**config.mk**
```make
export PLATFORM = sky130hd
export DESIGN_NAME = tkfv_ctrl
export DESIGN_NICKNAME = d
export VERILOG_FILES = /design/src/rtl/core/tkfv_pkg.sv /design/src/rtl/core/tkfv_ctrl.sv
export SDC_FILE = /design/constraint.sdc
export NUM_CORES = 1
export LEC_CHECK = 0
export BUFFER_PORTS_ARGS = -buffer_cell sky130_fd_sc_hd__buf_2
export CORE_AREA = 8 8 45 47
export CTS_BUF_LIST = sky130_fd_sc_hd__clkbuf_8
export DETAILED_ROUTE_END_ITERATION = 6
export DIE_AREA = 0 0 53 55
export MAX_ROUTING_LAYER = met4
export PLACE_DENSITY = 0.4
export SLEW_MARGIN = 20
export SYNTH_ARGS = -nofsm -noshare
export SYNTH_HDL_FRONTEND = slang
export SYNTH_SLANG_ARGS = --single-unit
```
**constraint.sdc**
```tcl
create_clock -name clk -period 1.1 [get_ports clk]
set_input_delay 0.275 -clock clk [delete_from_list [all_inputs] [get_ports clk]]
set_output_delay 0.275 -clock clk [all_outputs]
set_load 0.03 [all_outputs]
```
**src/rtl/core/tkfv_pkg.sv**
```systemverilog
// Package for top_k_frequent_values: controller states and the command and
// status groups passed between the controller and the datapath.
// No dependencies.
`default_nettype none

package tkfv_pkg;

    localparam int TOP_COUNT_BITS = 5;

    typedef enum logic [2:0] {
        ST_CLEAR,
        ST_IDLE,
        ST_UPDATE,
        ST_RANK,
        ST_DRAIN,
        ST_EMIT
    } state_t;

    typedef struct packed {
        logic load_rd;
        logic load_wr;
        logic walk_clr;
        logic walk_rd;
        logic rank_start;
        logic emit;
    } cmd_t;

    typedef struct packed {
        logic walk_last;
        logic final_seen;
        logic emit_last;
        logic out_free;
    } status_t;

endpackage

`default_nettype wire

```
**src/rtl/core/tkfv_ctrl.sv**
```systemverilog
// Controller of top_k_frequent_values: clearing pass, histogram update,
// ranking walk and result emission sequencing.
// Depends on tkfv_pkg.
`default_nettype none

module tkfv_ctrl
    import tkfv_pkg::*;
(
    input  wire logic    clk,
    input  wire logic    rst_n,
    input  wire logic    in_valid,
    output logic         in_ready,
    input  wire status_t status,
    output cmd_t         cmd
);

    state_t state_reg;
    state_t state_next;

    always_ff @(posedge clk or negedge rst_n)
    begin
        if (!rst_n)
        begin
            state_reg <= ST_CLEAR;
        end
        else
        begin
            state_reg <= state_next;
        end
    end

    always_comb
    begin
        state_next = state_reg;
        cmd        = '0;
        in_ready   = 1'b0;
        case (state_reg)
            ST_CLEAR:
            begin
                cmd.walk_clr = 1'b1;
                if (status.walk_last)
                begin
                    state_next = ST_IDLE;
                end
            end
            ST_IDLE:
            begin
                in_ready = 1'b1;
                if (in_valid)
                begin
                    cmd.load_rd = 1'b1;
                    state_next  = ST_UPDATE;
                end
            end
            ST_UPDATE:
            begin
                cmd.load_wr = 1'b1;
                if (status.final_seen)
                begin
                    cmd.rank_start = 1'b1;
                    state_next     = ST_RANK;
                end
                else
                begin
                    state_next = ST_IDLE;
                end
            end
            ST_RANK:
            begin
                cmd.walk_rd = 1'b1;
                if (status.walk_last)
                begin
                    state_next = ST_DRAIN;
                end
            end
            ST_DRAIN:
            begin
                state_next = ST_EMIT;
            end
            ST_EMIT:
            begin
                if (status.out_free)
                begin
                    cmd.emit = 1'b1;
                    if (status.emit_last)
                    begin
                        state_next = ST_IDLE;
                    end
                end
            end
            default:
            begin
                state_next = ST_CLEAR;
            end
        endcase
    end

endmodule

`default_nettype wire

```
Word level (Yosys, flattened, before mapping):

Index checks and enable logic that the tools add are counted.

* add/sub/neg operators: 0
* $mul: 0
* div/mod/pow operators: 0
* order comparisons: 0
* equality and inequality tests: 10
* shift operators: 0
* mux-type cells: 17
* bitwise operators: 0
* reduce and logical (&&, ||, !) cells: 2

Operators with widths (count)
* 3-bit case mux with 6 select lines: 1
* 3-bit 2-to-1 mux: 5
* 1-bit 2-to-1 mux: 10
* 2-bit != test, second input constant: 5
* 3-bit by 2-bit equality test with 1-bit output, second input constant: 2
* 3-bit equality test, second input constant: 2
* 5-bit AND reduction: 1
* 3-bit by 1-bit equality test with 1-bit output, second input constant: 1
* 3-bit zero test: 1
* 2-bit 2-to-1 mux: 1

* register bits: 3
* bits in latches: 0
* bits in writable memories: 0
* bits in read-only memories: 0
* bits of input ports: 7
* output and inout bits: 7
* logic and storage cells: 30
* memories kept: 0

Depth between registers and ports, before layout:

* word-level depth: 3
* mapped depth: 4
* depth with buffers taken out: 3

Least setup slack after synthesis:

OpenSTA, ideal clock, no wires.

* kind: register to output
* start: reg state_reg[0]
* end: out cmd[5] (netlist bit)
* data arrival time: 1442 ps
* required time: 825 ps
* setup slack: -617 ps
* stages on the path, launching flop included: 4
* cell sequence: dfrtp_1 buf_6 inv_1 nor4_1

RTL lines
* start: declaration: line tkfv_ctrl.sv:17 `state_t state_reg;`
* start signal: assignment: line tkfv_ctrl.sv:28 `state_reg <= state_next;`
* end: declaration: line tkfv_ctrl.sv:14 `output cmd_t cmd`

==> reports/qor.txt <==
status - complete, but fails checks
failing checks - negative setup slack
Mapped Area - 196 sq um
CP arrival - 1170 ps
FP Rows - 14
Req. time, crit path - 820 ps
DIE WIDTH - 53 um
Port-buffer cells - 13
Pwr Total - 1.52 mW
Vias - 261
Die Footprint - 2920 sq um
largest net degree at the start of global routing - 8
antenna cells - 0
flop-to-flop setup slack - 0 ps
nets - 54
drt pass-1 iters - 1
cells after synthesis - 23
grt met3 use - 0.00267
Fmax - 0.692 GHz
HP Class - in -> reg
max-slew violation count - 0
syn nets - 30
CTS tree - built
critical path peak fanout - 4
Layout area overhead - 134%
Power per Cell Area - 3300 nW/um^2
Worst path max stage delay - 430 ps
post-synthesis sequential area ratio - 0.382
max reg flops - 3
family with the most delay on the worst path - flip-flops
H-Tree Depth - 1
EDFF count, synth - 0
Final Util - 0.332
aggregate routed wire length - 738 um
first-pass GRT wire length - 1.15 mm
Final Non-Filler Cells - 62
Core Region - 1380 sq um
vias per cell - 4.21
Final Cycle Share - 1.31
Hold WS - 292 ps
share of layout cells above drive strength 1 - 0.717
max capacitance violation total - 0
Final setup viols - 8
total I/O pin count - 14
WS Path Type - reg -> out
Tot GR Track Use - 0.0558
ys async rst share - 1.00
leakage dissipation - 0.217 nW
worst vdd ir - 1.04 mV
Inst Count DP - 57
Final Hold Violating Endpoints - 0
Clk Latency, worst-skew pair - 220 ps
initial antenna violation count - 0
area leader, netlist - dfrtp_1
CTS Root Cell - clkbuf_8
worst reg2reg startpoint - state_reg[1]
post-route ant nets - 0
relative slew slack - 0.861
most used flip-flop cell after synthesis - dfrtp_1
RSZ-0062 raised after global routing - yes
Syn Area/Cell - 8.54 sq um
Cell Chain, Critical Path - nand2b_4 > nor3b_4 > buf_6
setup slack after layout - -345 ps
Fin Setup TNS - -2140 ps
post-layout min period - 1440 ps
number of global-route vias before repair - 305
Critical-path top delay cell - dfrtp_2
Crit. End Element - output port
Hold Startpoint - in_valid
Global Route met2 Usage - 0.0859
Setup WS pre-CTS - -237 ps
Worst-path clk slew - 30 ps
Die Ht - 55 um
yosys synthesis warning count - 0
Critical Path Source - state_reg[2]
GPL Wtd Cong - 0.731
Clock Skew - 1.70 ps
WP buf/inv - 1
gr ovfl total - 0
filler instances - 154
DR iter-0 viols - 0
fin area - 459 sq um
top cells by area, synth - dfrtp_1 (38%), buf_6 (5.7%), inv_1 (5.7%)
flops & latches, synth - 3
Worst-Margin Slew - 207 ps
DR DRC count - 0
post-synth cell types - 16
area of placed instances - 363 sq um
Starting Density - 0.142
clock sink count - 3
WL/cell - 11.9 um
top cells by count, synth - dfrtp_1 (3), inv_1 (3), nor2_1 (2), nor3_1 (2), o21ai_0 (2)
met1 Use GR - 0.0595
area share of the largest cell type after synthesis - 0.382
GRT busiest layer - met2
Post-CTS Repair Setup Buffers - 0
CTS buffer count - 3
Clock Path Buffers - 2
startpoint type of the worst setup path - flop
routing by layer:
metal | routed length [um] | up-vias
met2 | 346 | 11
li1 | - | 131
met5 | 0 | -
met1 | 327 | 117
met4 | 24 | 0
met3 | 39 | 2
repair_timing:
action,in CTS,in global routing
gates resized for setup,12,3
hold endpoints to repair,3,0
pin swaps,1,0
endpoints found under the setup margin,8,8
hold buffers,1,0
placed cells by master (no fill, tap or decap):
cell,n
buf_4,7
buf_2,6
buf_6,6
inv_1,3
clkbuf_8,3
nor2_2,2
nor3_2,2
o21ai_0,2
dfrtp_2,2
nand2b_4,1
nor3b_4,1
inv_2,1
and4_2,1
nor4_4,1
nand2_1,1
o2bb2ai_1,1
a21oi_1,1
o22ai_1,1
nand3_1,1
a32o_1,1
dlygate4sd3_1,1
dfrtp_1,1
layout make-up:
class / count / area [sq um] / share of cell area
Clock buffer: 3 / 41.3 / 0.0899
Clock inverter: 1 / 3.75 / 0.00817
Tap cell: 16 / 20.0 / 0.0436
Timing Repair Buffer: 20 / 160 / 0.349
Inverter: 3 / 11.3 / 0.0245
Sequential cell: 3 / 77.6 / 0.169
Multi-Input combinational cell: 16 / 145 / 0.316
worst paths after layout:
kind                                     end  depth (start not counted)
worst min-delay path            state_reg[1]                          2
min in group asynchronous       state_reg[1]                          2
worst max-delay path                  cmd[1]                          3
worst max register to register  state_reg[2]                          4
worst min register to register  state_reg[0]                          1
max in group asynchronous       state_reg[2]                          2
kinds of logic (layout without fill, tap and decap cells):
kind of cell / after synthesis / in the layout / share of synthesized area
AO/OA/AOI/OAI: 6 / 6 / 0.204
flip-flops: 3 / 3 / 0.382
buffers and inverters: 4 / 27 / 0.115
AND/OR/NAND/NOR: 10 / 10 / 0.299
worst reg2reg max path, delay by kind of cell (launching register included):
family | cells | cell delay [ps]
AO/OA/AOI/OAI | 1 | 200
buffers and inverters | 1 | 120
flip-flops | 1 | 470
AND/OR/NAND/NOR | 2 | 190
report_power, final:
part           switching, mW  total [mW]  internal, mW  leakage, nW
Sequential            0.0995       0.267         0.167       0.0346
Combinational          0.484       0.931         0.447        0.155
Clock                 0.0801       0.318         0.238       0.0269
Total                  0.663        1.52         0.853        0.217
(Power assumes the default switching activity.)
